$ cat src/rtl/core/eca_pkg.sv
// Package: sizes, codes, command type and row functions for the automaton row generator.
package eca_pkg;

  localparam int ROW_CELLS  = 160;
  localparam int MAX_GENS   = 110;
  localparam int CHUNK_BITS = 32;
  localparam int NUM_CHUNKS = (ROW_CELLS + CHUNK_BITS - 1) / CHUNK_BITS;
  localparam int PAD_CELLS  = NUM_CHUNKS * CHUNK_BITS;

  localparam int ROW_IDX_W   = 7;
  localparam int CHUNK_IDX_W = 3;
  localparam int GEN_W       = $clog2(MAX_GENS + 1);

  localparam logic [7:0] RULE_RESET    = 8'h1e;
  localparam logic [7:0] DRAW_MATCH    = 8'd128;
  localparam logic [3:0] MUTATE_PERIOD = 4'd8;

  // Item mode codes
  localparam logic [1:0] MODE_START = 2'd0;
  localparam logic [1:0] MODE_TICK  = 2'd1;
  localparam logic [1:0] MODE_STOP  = 2'd2;

  // Mutation mode codes
  localparam logic [1:0] MUT_RANDOM = 2'd0;
  localparam logic [1:0] MUT_EIGHTH = 2'd1;
  localparam logic [1:0] MUT_NONE   = 2'd2;

  // Seed mode codes
  localparam logic SEED_ALTERNATE = 1'b0;
  localparam logic SEED_CENTER    = 1'b1;

  // Register indexes
  localparam logic [1:0] CFG_RULE_BYTE   = 2'd0;
  localparam logic [1:0] CFG_SEED_MODE   = 2'd1;
  localparam logic [1:0] CFG_MUTATE_MODE = 2'd2;

  typedef enum logic {OP_SEED, OP_STEP} cmd_op_t;

  typedef struct packed {
    cmd_op_t              op;
    logic [7:0]           rule;
    logic [ROW_IDX_W-1:0] row_no;
  } cmd_t;

  typedef struct packed {
    logic reseed;
    logic seed_mode;
  } seed_ctrl_t;

  function automatic logic [ROW_CELLS-1:0] seed_row(input logic mode);
    logic [ROW_CELLS-1:0] r;
    for (int i = 0; i < ROW_CELLS; i++) begin
      r[i] = mode ? 1'b0 : i[0];
    end
    if (mode) begin
      r[ROW_CELLS/2] = 1'b1;
    end
    return r;
  endfunction

  // Pattern bit 2 is the lower-index neighbor, bit 0 the higher-index one.
  function automatic logic [ROW_CELLS-1:0] next_row(input logic [ROW_CELLS-1:0] r,
                                                   input logic [7:0] rule);
    logic [ROW_CELLS+1:0] ext;
    logic [ROW_CELLS-1:0] f;
    ext = {1'b0, r, 1'b0};
    for (int i = 0; i < ROW_CELLS; i++) begin
      f[i] = rule[{ext[i], ext[i+1], ext[i+2]}];
    end
    return f;
  endfunction

endpackage

$ cat src/rtl/core/eca_if.sv
// Interfaces: input item channel, result channel and configuration write channel.
interface eca_in_if;
  logic       valid;
  logic       ready;
  logic [1:0] mode;
  logic [7:0] mutate_draw;
  logic [7:0] next_rule;
  modport source (output valid, mode, mutate_draw, next_rule, input ready);
  modport sink   (input valid, mode, mutate_draw, next_rule, output ready);
endinterface

interface eca_out_if;
  logic        valid;
  logic        ready;
  logic [6:0]  row_index;
  logic [2:0]  chunk_index;
  logic [31:0] cell_bits;
  logic [7:0]  rule_used;
  logic        last_chunk;
  modport source (output valid, row_index, chunk_index, cell_bits, rule_used, last_chunk,
                  input ready);
  modport sink   (input valid, row_index, chunk_index, cell_bits, rule_used, last_chunk,
                  output ready);
endinterface

interface eca_cfg_if;
  logic       valid;
  logic       ready;
  logic [1:0] index;
  logic [7:0] data;
  modport source (output valid, index, data, input ready);
  modport sink   (input valid, index, data, output ready);
endinterface

$ cat src/rtl/core/elementary_ca_row_generator.sv
// Top level: elementary cellular automaton row generator.
// Keeps a 160-cell row (cells beyond either end read dead) and emits every
// generation as five 32-bit chunks, lowest chunk first, one beat per cycle
// when the sink is ready. A start item seeds the row and emits generation 0;
// a tick item (while 0 < count < 110) optionally mutates the rule and emits
// the next generation; stop ends the run. The next row is computed in the
// same cycle the last chunk of the previous row leaves, so queued rows stream
// with no gap. Stop, unused modes and ignored ticks push no row command. A
// two-entry command queue sits between the front end (which accepts items
// while chunks are still streaming) and the row engine.
// Config writes are always taken; write only while the block is idle.
module elementary_ca_row_generator (
  input  logic     clk,
  input  logic     rst,
  eca_in_if.sink   items,
  eca_out_if.source chunks,
  eca_cfg_if.sink  cfg
);
  import eca_pkg::*;

  cmd_t       push_cmd;
  cmd_t       head;
  seed_ctrl_t seed_ctrl;
  logic       push;
  logic       pop;
  logic       q_full;
  logic       q_not_empty;
  logic [1:0] q_count;

  // Config port never stalls
  assign cfg.ready = 1'b1;

  eca_front u_front (
    .clk          (clk),
    .rst          (rst),
    .in_valid     (items.valid),
    .in_mode      (items.mode),
    .in_draw      (items.mutate_draw),
    .in_next_rule (items.next_rule),
    .in_ready     (items.ready),
    .cfg_valid    (cfg.valid),
    .cfg_index    (cfg.index),
    .cfg_data     (cfg.data),
    .q_full       (q_full),
    .push         (push),
    .push_cmd     (push_cmd),
    .seed_ctrl    (seed_ctrl)
  );

  eca_queue u_queue (
    .clk       (clk),
    .rst       (rst),
    .push      (push),
    .push_cmd  (push_cmd),
    .pop       (pop),
    .head      (head),
    .not_empty (q_not_empty),
    .full      (q_full),
    .count     (q_count)
  );

  eca_back u_back (
    .clk             (clk),
    .rst             (rst),
    .seed_ctrl       (seed_ctrl),
    .head            (head),
    .q_not_empty     (q_not_empty),
    .pop             (pop),
    .out_valid       (chunks.valid),
    .out_ready       (chunks.ready),
    .out_row_index   (chunks.row_index),
    .out_chunk_index (chunks.chunk_index),
    .out_cell_bits   (chunks.cell_bits),
    .out_rule        (chunks.rule_used),
    .out_last        (chunks.last_chunk)
  );

  // Queue never overflows: the front end holds off while it is full
  a_queue_bound: assert property (@(posedge clk) disable iff (rst)
    !(q_count == 2'd2 && push && !pop))
    else $error("command queue overflow");

  // A taken non-final beat is followed by the next chunk of the same row
  a_chunk_order: assert property (@(posedge clk) disable iff (rst)
    (chunks.valid && chunks.ready && !chunks.last_chunk) |=>
      (chunks.valid && chunks.chunk_index == $past(chunks.chunk_index) + 3'd1
       && chunks.row_index == $past(chunks.row_index)))
    else $error("chunk sequence broken");

  // Emitted generation stays below the limit
  a_row_limit: assert property (@(posedge clk) disable iff (rst)
    chunks.valid |-> (chunks.row_index < ROW_IDX_W'(MAX_GENS)))
    else $error("row index beyond generation limit");

endmodule

$ cat src/rtl/core/eca_front.sv
// Front end: accepts items and config writes, tracks run state, issues row commands.
module eca_front (
  input  logic                clk,
  input  logic                rst,
  input  logic                in_valid,
  input  logic [1:0]          in_mode,
  input  logic [7:0]          in_draw,
  input  logic [7:0]          in_next_rule,
  output logic                in_ready,
  input  logic                cfg_valid,
  input  logic [1:0]          cfg_index,
  input  logic [7:0]          cfg_data,
  input  logic                q_full,
  output logic                push,
  output eca_pkg::cmd_t       push_cmd,
  output eca_pkg::seed_ctrl_t seed_ctrl
);
  import eca_pkg::*;

  logic [GEN_W-1:0] gen_count, gen_count_next;
  logic [7:0]       active_rule, active_rule_next;
  logic [3:0]       mut_cnt, mut_cnt_next;
  logic             seed_mode;
  logic [1:0]       mutate_mode;
  logic             accept;
  logic             tick_ok;
  logic [3:0]       mut_inc;

  assign in_ready = !q_full;
  assign accept   = in_valid && in_ready;
  assign tick_ok  = (gen_count != '0) && (gen_count < GEN_W'(MAX_GENS));
  assign mut_inc  = mut_cnt + 4'd1;

  always_comb begin
    gen_count_next   = gen_count;
    active_rule_next = active_rule;
    mut_cnt_next     = mut_cnt;
    push             = 1'b0;
    push_cmd.op      = OP_SEED;
    push_cmd.rule    = active_rule;
    push_cmd.row_no  = '0;
    if (accept) begin
      case (in_mode)
        MODE_START: begin
          gen_count_next = GEN_W'(1);
          push           = 1'b1;
        end
        MODE_STOP: begin
          gen_count_next = GEN_W'(MAX_GENS);
        end
        MODE_TICK: begin
          if (tick_ok) begin
            // mutate first, then the new row uses the updated rule
            if (mutate_mode == MUT_EIGHTH) begin
              mut_cnt_next = mut_inc;
              if (mut_inc == MUTATE_PERIOD) begin
                active_rule_next = in_next_rule;
                mut_cnt_next     = '0;
              end
            end else if (mutate_mode == MUT_RANDOM) begin
              if (in_draw == DRAW_MATCH) begin
                active_rule_next = in_next_rule;
              end
            end
            push            = 1'b1;
            push_cmd.op     = OP_STEP;
            push_cmd.rule   = active_rule_next;
            push_cmd.row_no = ROW_IDX_W'(gen_count);
            gen_count_next  = gen_count + GEN_W'(1);
          end
        end
        default: begin
        end
      endcase
    end
    if (cfg_valid && cfg_index == CFG_RULE_BYTE) begin
      active_rule_next = cfg_data;
    end
  end

  always_ff @(posedge clk) begin
    if (rst) begin
      gen_count   <= '0;
      active_rule <= RULE_RESET;
      mut_cnt     <= 4'd1;
      seed_mode   <= SEED_CENTER;
      mutate_mode <= MUT_NONE;
    end else begin
      gen_count   <= gen_count_next;
      active_rule <= active_rule_next;
      mut_cnt     <= mut_cnt_next;
      if (cfg_valid && cfg_index == CFG_SEED_MODE) begin
        seed_mode <= cfg_data[0];
      end
      if (cfg_valid && cfg_index == CFG_MUTATE_MODE) begin
        mutate_mode <= cfg_data[1:0];
      end
    end
  end

  assign seed_ctrl.reseed    = cfg_valid && cfg_index == CFG_SEED_MODE;
  assign seed_ctrl.seed_mode = seed_ctrl.reseed ? cfg_data[0] : seed_mode;

endmodule

$ cat src/rtl/core/eca_queue.sv
// Two-entry command queue between front and back.
module eca_queue (
  input  logic          clk,
  input  logic          rst,
  input  logic          push,
  input  eca_pkg::cmd_t push_cmd,
  input  logic          pop,
  output eca_pkg::cmd_t head,
  output logic          not_empty,
  output logic          full,
  output logic [1:0]    count
);
  import eca_pkg::*;

  cmd_t entries [2];
  logic wr_ptr;
  logic rd_ptr;

  assign not_empty = count != 2'd0;
  assign full      = count == 2'd2;
  assign head      = entries[rd_ptr];

  always_ff @(posedge clk) begin
    if (push) begin
      entries[wr_ptr] <= push_cmd;
    end
  end

  always_ff @(posedge clk) begin
    if (rst) begin
      wr_ptr <= 1'b0;
      rd_ptr <= 1'b0;
      count  <= 2'd0;
    end else begin
      if (push) begin
        wr_ptr <= !wr_ptr;
      end
      if (pop) begin
        rd_ptr <= !rd_ptr;
      end
      count <= count + 2'(push) - 2'(pop);
    end
  end

endmodule

$ cat src/rtl/core/eca_back.sv
// Back end: holds the cell row, applies seed and step commands, streams chunks.
module eca_back (
  input  logic                         clk,
  input  logic                         rst,
  input  eca_pkg::seed_ctrl_t          seed_ctrl,
  input  eca_pkg::cmd_t                head,
  input  logic                         q_not_empty,
  output logic                         pop,
  output logic                         out_valid,
  input  logic                         out_ready,
  output logic [eca_pkg::ROW_IDX_W-1:0]   out_row_index,
  output logic [eca_pkg::CHUNK_IDX_W-1:0] out_chunk_index,
  output logic [eca_pkg::CHUNK_BITS-1:0]  out_cell_bits,
  output logic [7:0]                   out_rule,
  output logic                         out_last
);
  import eca_pkg::*;

  logic [ROW_CELLS-1:0]   cells;
  logic [PAD_CELLS-1:0]   padded;
  logic                   busy;
  logic [CHUNK_IDX_W-1:0] chunk;
  logic [ROW_IDX_W-1:0]   row_no;
  logic [7:0]             rule;
  logic                   last;

  assign last   = chunk == CHUNK_IDX_W'(NUM_CHUNKS - 1);
  assign pop    = q_not_empty && (!busy || (out_ready && last));
  assign padded = PAD_CELLS'(cells);

  always_ff @(posedge clk) begin
    if (rst) begin
      cells <= seed_row(SEED_CENTER);
    end else if (seed_ctrl.reseed) begin
      cells <= seed_row(seed_ctrl.seed_mode);
    end else if (pop) begin
      cells <= (head.op == OP_SEED) ? seed_row(seed_ctrl.seed_mode)
                                    : next_row(cells, head.rule);
    end
  end

  always_ff @(posedge clk) begin
    if (pop) begin
      row_no <= head.row_no;
      rule   <= head.rule;
    end
  end

  always_ff @(posedge clk) begin
    if (rst) begin
      busy  <= 1'b0;
      chunk <= '0;
    end else if (pop) begin
      busy  <= 1'b1;
      chunk <= '0;
    end else if (busy && out_ready) begin
      // advance to the next chunk, or drop out when the row is done
      if (last) begin
        busy <= 1'b0;
      end else begin
        chunk <= chunk + CHUNK_IDX_W'(1);
      end
    end
  end

  assign out_valid       = busy;
  assign out_row_index   = row_no;
  assign out_chunk_index = chunk;
  assign out_cell_bits   = padded[chunk * CHUNK_BITS +: CHUNK_BITS];
  assign out_rule        = rule;
  assign out_last        = last;

endmodule
$ cat src/flat_wrapper.sv
// flat-port wrapper written by rule: the top's interface ports become plain ports
module elementary_ca_row_generator_flat import eca_pkg::*;
  (clk, rst, items_valid, items_mode, items_mutate_draw, items_next_rule, items_ready, chunks_valid, chunks_row_index, chunks_chunk_index, chunks_cell_bits, chunks_rule_used, chunks_last_chunk, chunks_ready, cfg_valid, cfg_index, cfg_data, cfg_ready);
  eca_in_if items_i ();
  eca_out_if chunks_i ();
  eca_cfg_if cfg_i ();
  input  logic clk;
  input  logic rst;
  input wire logic [$bits(items_i.valid)-1:0] items_valid;
  input wire logic [$bits(items_i.mode)-1:0] items_mode;
  input wire logic [$bits(items_i.mutate_draw)-1:0] items_mutate_draw;
  input wire logic [$bits(items_i.next_rule)-1:0] items_next_rule;
  output wire logic [$bits(items_i.ready)-1:0] items_ready;
  output wire logic [$bits(chunks_i.valid)-1:0] chunks_valid;
  output wire logic [$bits(chunks_i.row_index)-1:0] chunks_row_index;
  output wire logic [$bits(chunks_i.chunk_index)-1:0] chunks_chunk_index;
  output wire logic [$bits(chunks_i.cell_bits)-1:0] chunks_cell_bits;
  output wire logic [$bits(chunks_i.rule_used)-1:0] chunks_rule_used;
  output wire logic [$bits(chunks_i.last_chunk)-1:0] chunks_last_chunk;
  input wire logic [$bits(chunks_i.ready)-1:0] chunks_ready;
  input wire logic [$bits(cfg_i.valid)-1:0] cfg_valid;
  input wire logic [$bits(cfg_i.index)-1:0] cfg_index;
  input wire logic [$bits(cfg_i.data)-1:0] cfg_data;
  output wire logic [$bits(cfg_i.ready)-1:0] cfg_ready;
  assign items_i.valid = items_valid;
  assign items_i.mode = items_mode;
  assign items_i.mutate_draw = items_mutate_draw;
  assign items_i.next_rule = items_next_rule;
  assign items_ready = items_i.ready;
  assign chunks_valid = chunks_i.valid;
  assign chunks_row_index = chunks_i.row_index;
  assign chunks_chunk_index = chunks_i.chunk_index;
  assign chunks_cell_bits = chunks_i.cell_bits;
  assign chunks_rule_used = chunks_i.rule_used;
  assign chunks_last_chunk = chunks_i.last_chunk;
  assign chunks_i.ready = chunks_ready;
  assign cfg_i.valid = cfg_valid;
  assign cfg_i.index = cfg_index;
  assign cfg_i.data = cfg_data;
  assign cfg_ready = cfg_i.ready;
  elementary_ca_row_generator u_core (.clk(clk), .rst(rst), .items(items_i), .chunks(chunks_i), .cfg(cfg_i));
endmodule
$ cat config.mk
export PLATFORM = sky130hd
export DESIGN_NAME = elementary_ca_row_generator_flat
export DESIGN_NICKNAME = d
export VERILOG_FILES = /design/src/rtl/core/eca_pkg.sv /design/src/rtl/core/eca_if.sv /design/src/rtl/core/elementary_ca_row_generator.sv /design/src/rtl/core/eca_front.sv /design/src/rtl/core/eca_queue.sv /design/src/rtl/core/eca_back.sv /design/src/flat_wrapper.sv
export SDC_FILE = /design/constraint.sdc
export NUM_CORES = 1
export LEC_CHECK = 0
export ABC_AREA = 0
export BUFFER_PORTS_ARGS = -buffer_cell sky130_fd_sc_hd__buf_2
export CORE_MARGIN = 2
export CORE_UTILIZATION = 58
export CTS_CLUSTER_DIAMETER = 120
export DETAILED_ROUTE_END_ITERATION = 16
export PLACE_DENSITY = 0.79
export REMOVE_ABC_BUFFERS = 1
export SETUP_SLACK_MARGIN = 0.15
export SLEW_MARGIN = 20
export SYNTH_ARGS = -nofsm -noshare
export SYNTH_HDL_FRONTEND = slang
export SYNTH_SLANG_ARGS = --single-unit
$ cat constraint.sdc
create_clock -name clk -period 11.2 [get_ports clk]
set_input_delay 2.24 -clock clk [delete_from_list [all_inputs] [get_ports clk]]
set_output_delay 2.24 -clock clk [all_outputs]
set_load 0.01 [all_outputs]
==> reports/summary.json <==
{
  "clock_network": {
    "cts_root_buf": "clkbuf_16",
    "clock_insertion_delay_worst_skew_ns": 0.59,
    "clkTransAtPathRegs_ns": 0.06,
    "cts_repair_resize_count": 0,
    "cts_made_buffers": 29,
    "cts.repair_timing.setup_buffer_count": 0,
    "tritoncts": "built",
    "postCtsHoldBufs": 0,
    "htree_levels": 1,
    "clock_sinks": 238,
    "cts.path.max_buffers": 3
  },
  "detailed_routing": {
    "vias": 18700,
    "routed_wirelength_um": 65600,
    "route.detailed.wl_per_inst_um": 28.6,
    "antenna_violating_nets_post_route": 0,
    "post-route-drc-count": 0,
    "routed_via_density": 8.16,
    "drt_initial_violations": 3347,
    "detailedRoute.firstPassIterationCount": 6
  },
  "sta": {
    "post-route-min-period_ns": 5.23,
    "slew_headroom_pct": 18.5,
    "hold_viol": 0,
    "final.setup_skew_ns": 0.0178,
    "worstMarginPinSlew_ns": 1.22,
    "setup_total_negative_slack_ns": 0,
    "min_period_over_period_pct": 46.7,
    "slew_violations": 0,
    "fmax_mhz": 191,
    "finalSetupViolCount": 0,
    "rsz0062_at_grt": "false"
  },
  "outcome": {
    "run_status": "complete, no violations"
  },
  "global_route": {
    "vias_in_the_first_global_route": 18600,
    "globalRoute.totalOverflow": 0,
    "global_route_wire_length_before_repair_um": 102000,
    "pin_count_of_the_biggest_net_entering_global_routing": 105,
    "grtUsageTotal_pct": 35.2,
    "initial_antenna_violation_count": 1
  },
  "worst_setup_path": {
    "worstPathMaxFanout": 36,
    "timing_worst_setup_path_type": "flop to output port",
    "reg2reg_slack_ns": 6.93,
    "startpoint": "u_core.u_back.out_chunk_index[2]",
    "worst_setup_path_start_kind": "flop",
    "r2r.worst_path.cells": 9,
    "critPathCaptureType": "output port",
    "worstPathArrival_ns": 2.99,
    "crit_required_ns": 8.96
  },
  "final_layout": {
    "final_core_utilization_pct": 60.7,
    "total_number_of_nets_in_the_final_design": 1849,
    "antenna_cells": 0,
    "flow.area_growth_from_synthesis_pct": 3.61,
    "finalNonFillerCells": 2289,
    "fin_area_mm2": 0.0214,
    "fraction_of_final_layout_cells_with_drive_strength_greater_than_1_pct": 27.4
  },
  "floorplan": {
    "die-width_um": 193,
    "initial_utilization_pct": 58.5,
    "design.die.area_mm2": 0.0372,
    "fp.coreArea_mm2": 0.0353,
    "die_height_um": 193,
    "io_pins": 87,
    "placement_rows": 69
  },
  "synthesis": {
    "synthSimpleGateAreaFrac_pct": 6.70,
    "main_combinational_cell_family_by_area_after_synthesis": "multiplexers",
    "synth-async-reset-ratio_pct": 0,
    "post_synth_inst_count": 2044,
    "synth-adder-area-share_pct": 0.605,
    "complex_gate_fraction_of_the_synthesized_area_pct": 20.9,
    "yosys.area.top_type_share_pct": 30.3,
    "synth_warnings": 0,
    "synth_area_leaders": "mux4_2 30%, dfxtp_1 18%, edfxtp_1 6.8%",
    "synth_sequential_area_ratio_pct": 25.3,
    "post_synth_num_cell_types": 78,
    "yosys_most_used_dff": "dfxtp_1",
    "syn_area_mm2": 0.0207,
    "syn-mean-instance-area_um2": 10.1,
    "count_leader_synth": "mux4_2",
    "synth-edff-count": 47,
    "ys_top_cells_by_count": "278 x mux4_2, 259 x clkbuf_1, 194 x a21oi_1",
    "synth.largest_area_cell": "mux4_2",
    "synth_xor_xnor_area_share_pct": 0.424,
    "ys_seq_elements": 238,
    "synth.mux.area_fraction_pct": 37.2
  },
  "hold_path": {
    "min_path_type": "flop to flop",
    "timing.hold.worst.start": "u_core.u_queue.rd_ptr",
    "min_path_cells": 2
  },
  "placement": {
    "buffer_ports.inserted": 85,
    "detailedPlacementHpwl_um": 34200,
    "post_dp_cell_area_mm2": 0.0204,
    "placed_cells_incl_taps": 2236,
    "globalplace.congestion": 0.835
  },
  "power": {
    "power_leakage_nw": 6.35,
    "ir_worst_vdd_mv": 0.140,
    "power.total_mw": 4.90,
    "power-per-cell-area_mw_per_mm2": 229
  },
  "flow_run": {
    "max_cap_viol_count": 0
  }
}
flip-flops by register name, indices dropped and copies added (netlist names), named ones only:
signal	count
u_core.u_front.seed_mode	1
u_core.u_back.out_rule	8
u_core.u_front.mut_cnt	4
u_core.u_back.out_valid	1
u_core.u_back.out_chunk_index	3
u_core.u_queue.wr_ptr	1
u_core.u_queue.entries	32
u_core.u_queue.rd_ptr	1
u_core.u_front.mutate_mode	2
u_core.u_back.cells	160
u_core.u_queue.count	2
u_core.u_back.out_row_index	7
u_core.u_front.gen_count	7
u_core.u_front.active_rule	8
cells by family after synthesis:
group | count (synthesis)
AOI/OAI and AO/OA | 653
xor gates and xnor gates | 10
adders and majority gates | 10
buffers and inverters | 438
DFF | 238
muxes | 414
other | 1
and+or+nand+nor | 280
final timing paths:
kind	to
min reg2reg	u_core.u_queue.rd_ptr
max	chunks_cell_bits[17]
min	u_core.u_queue.rd_ptr
max reg2reg	u_core.u_back.cells[141]
per-layer routing:
metal | up-vias | wire length, um | part of all wire, % | global-route usage [%]
li1 | 7588 | - | - | -
met2 | 1756 | 29800 | 45 | 53.4
met1 | 8964 | 22100 | 34 | 45.3
met4 | 2 | 3900 | 5.9 | 21.0
met5 | - | 10 | 0.015 | 0
met3 | 371 | 9770 | 15 | 9.20
cell type report:
| type | instances | area [um2] |
|---|---|---|
| fill | 2748 | 13900 |
| multi-input combinational | 1368 | 13700 |
| sequential | 238 | 5250 |
| clock buffer | 34 | 744 |
| timing repair buffer | 126 | 736 |
| tap | 461 | 577 |
| clock inverter | 19 | 234 |
| inverter | 43 | 168 |
critical path, cell delays in order, from the launching register on:
cell,delay [ns]
dfxtp_4,0.69
buf_4,0.55
nand2b_1,0.17
buf_4,0.44
o22ai_1,0.28
buf_2,0.21
metrics by stage:
| step | hold slack (ns) | setup WS (ns) |
|---|---|---|
| after global routing | 0.553 | 5.95 |
| after detailed placement | 0.505 | 6.17 |
| final | 0.521 | 5.97 |
| after CTS | 0.523 | 6.08 |
| after floorplan | 0.451 | 3.71 |
| after global placement | 0.495 | 6.25 |
where the power goes:
| group | internal [mW] | switching (mW) | leakage, nW | total (mW) |
|---|---|---|---|---|
| Sequential | 1.08 | 0.515 | 1.98 | 1.60 |
| Clock | 0.590 | 0.417 | 0.475 | 1.01 |
| Combinational | 1.14 | 1.15 | 3.89 | 2.29 |
| Total | 2.81 | 2.08 | 6.35 | 4.90 |
cell usage in the layout (no fill, tap or decap), types with 7 or more instances in the layout:
master and instances:
mux4_2 278, a21oi_1 194, dfxtp_1 187, o21ai_0 115, mux2i_1 114, buf_2 84
nand2_1 72, a311oi_1 67, o22ai_1 66, nor2_1 56, nand3_1 52, edfxtp_1 47
buf_4 42, inv_1 36, o22a_1 33, clkbuf_16 29, a211oi_1 27, o311ai_1 25
a2111oi_0 24, nor2b_1 20, nor3_1 17, nand2b_1 14, a31oi_1 14, mux2_2 13
nor4_1 10, o31ai_1 10, o21ai_1 10, ha_1 10, mux2i_4 9, clkinv_2 9
o211ai_1 9, and2_1 7, a2111oi_1 7
Power figures use the tool's default switching activity.
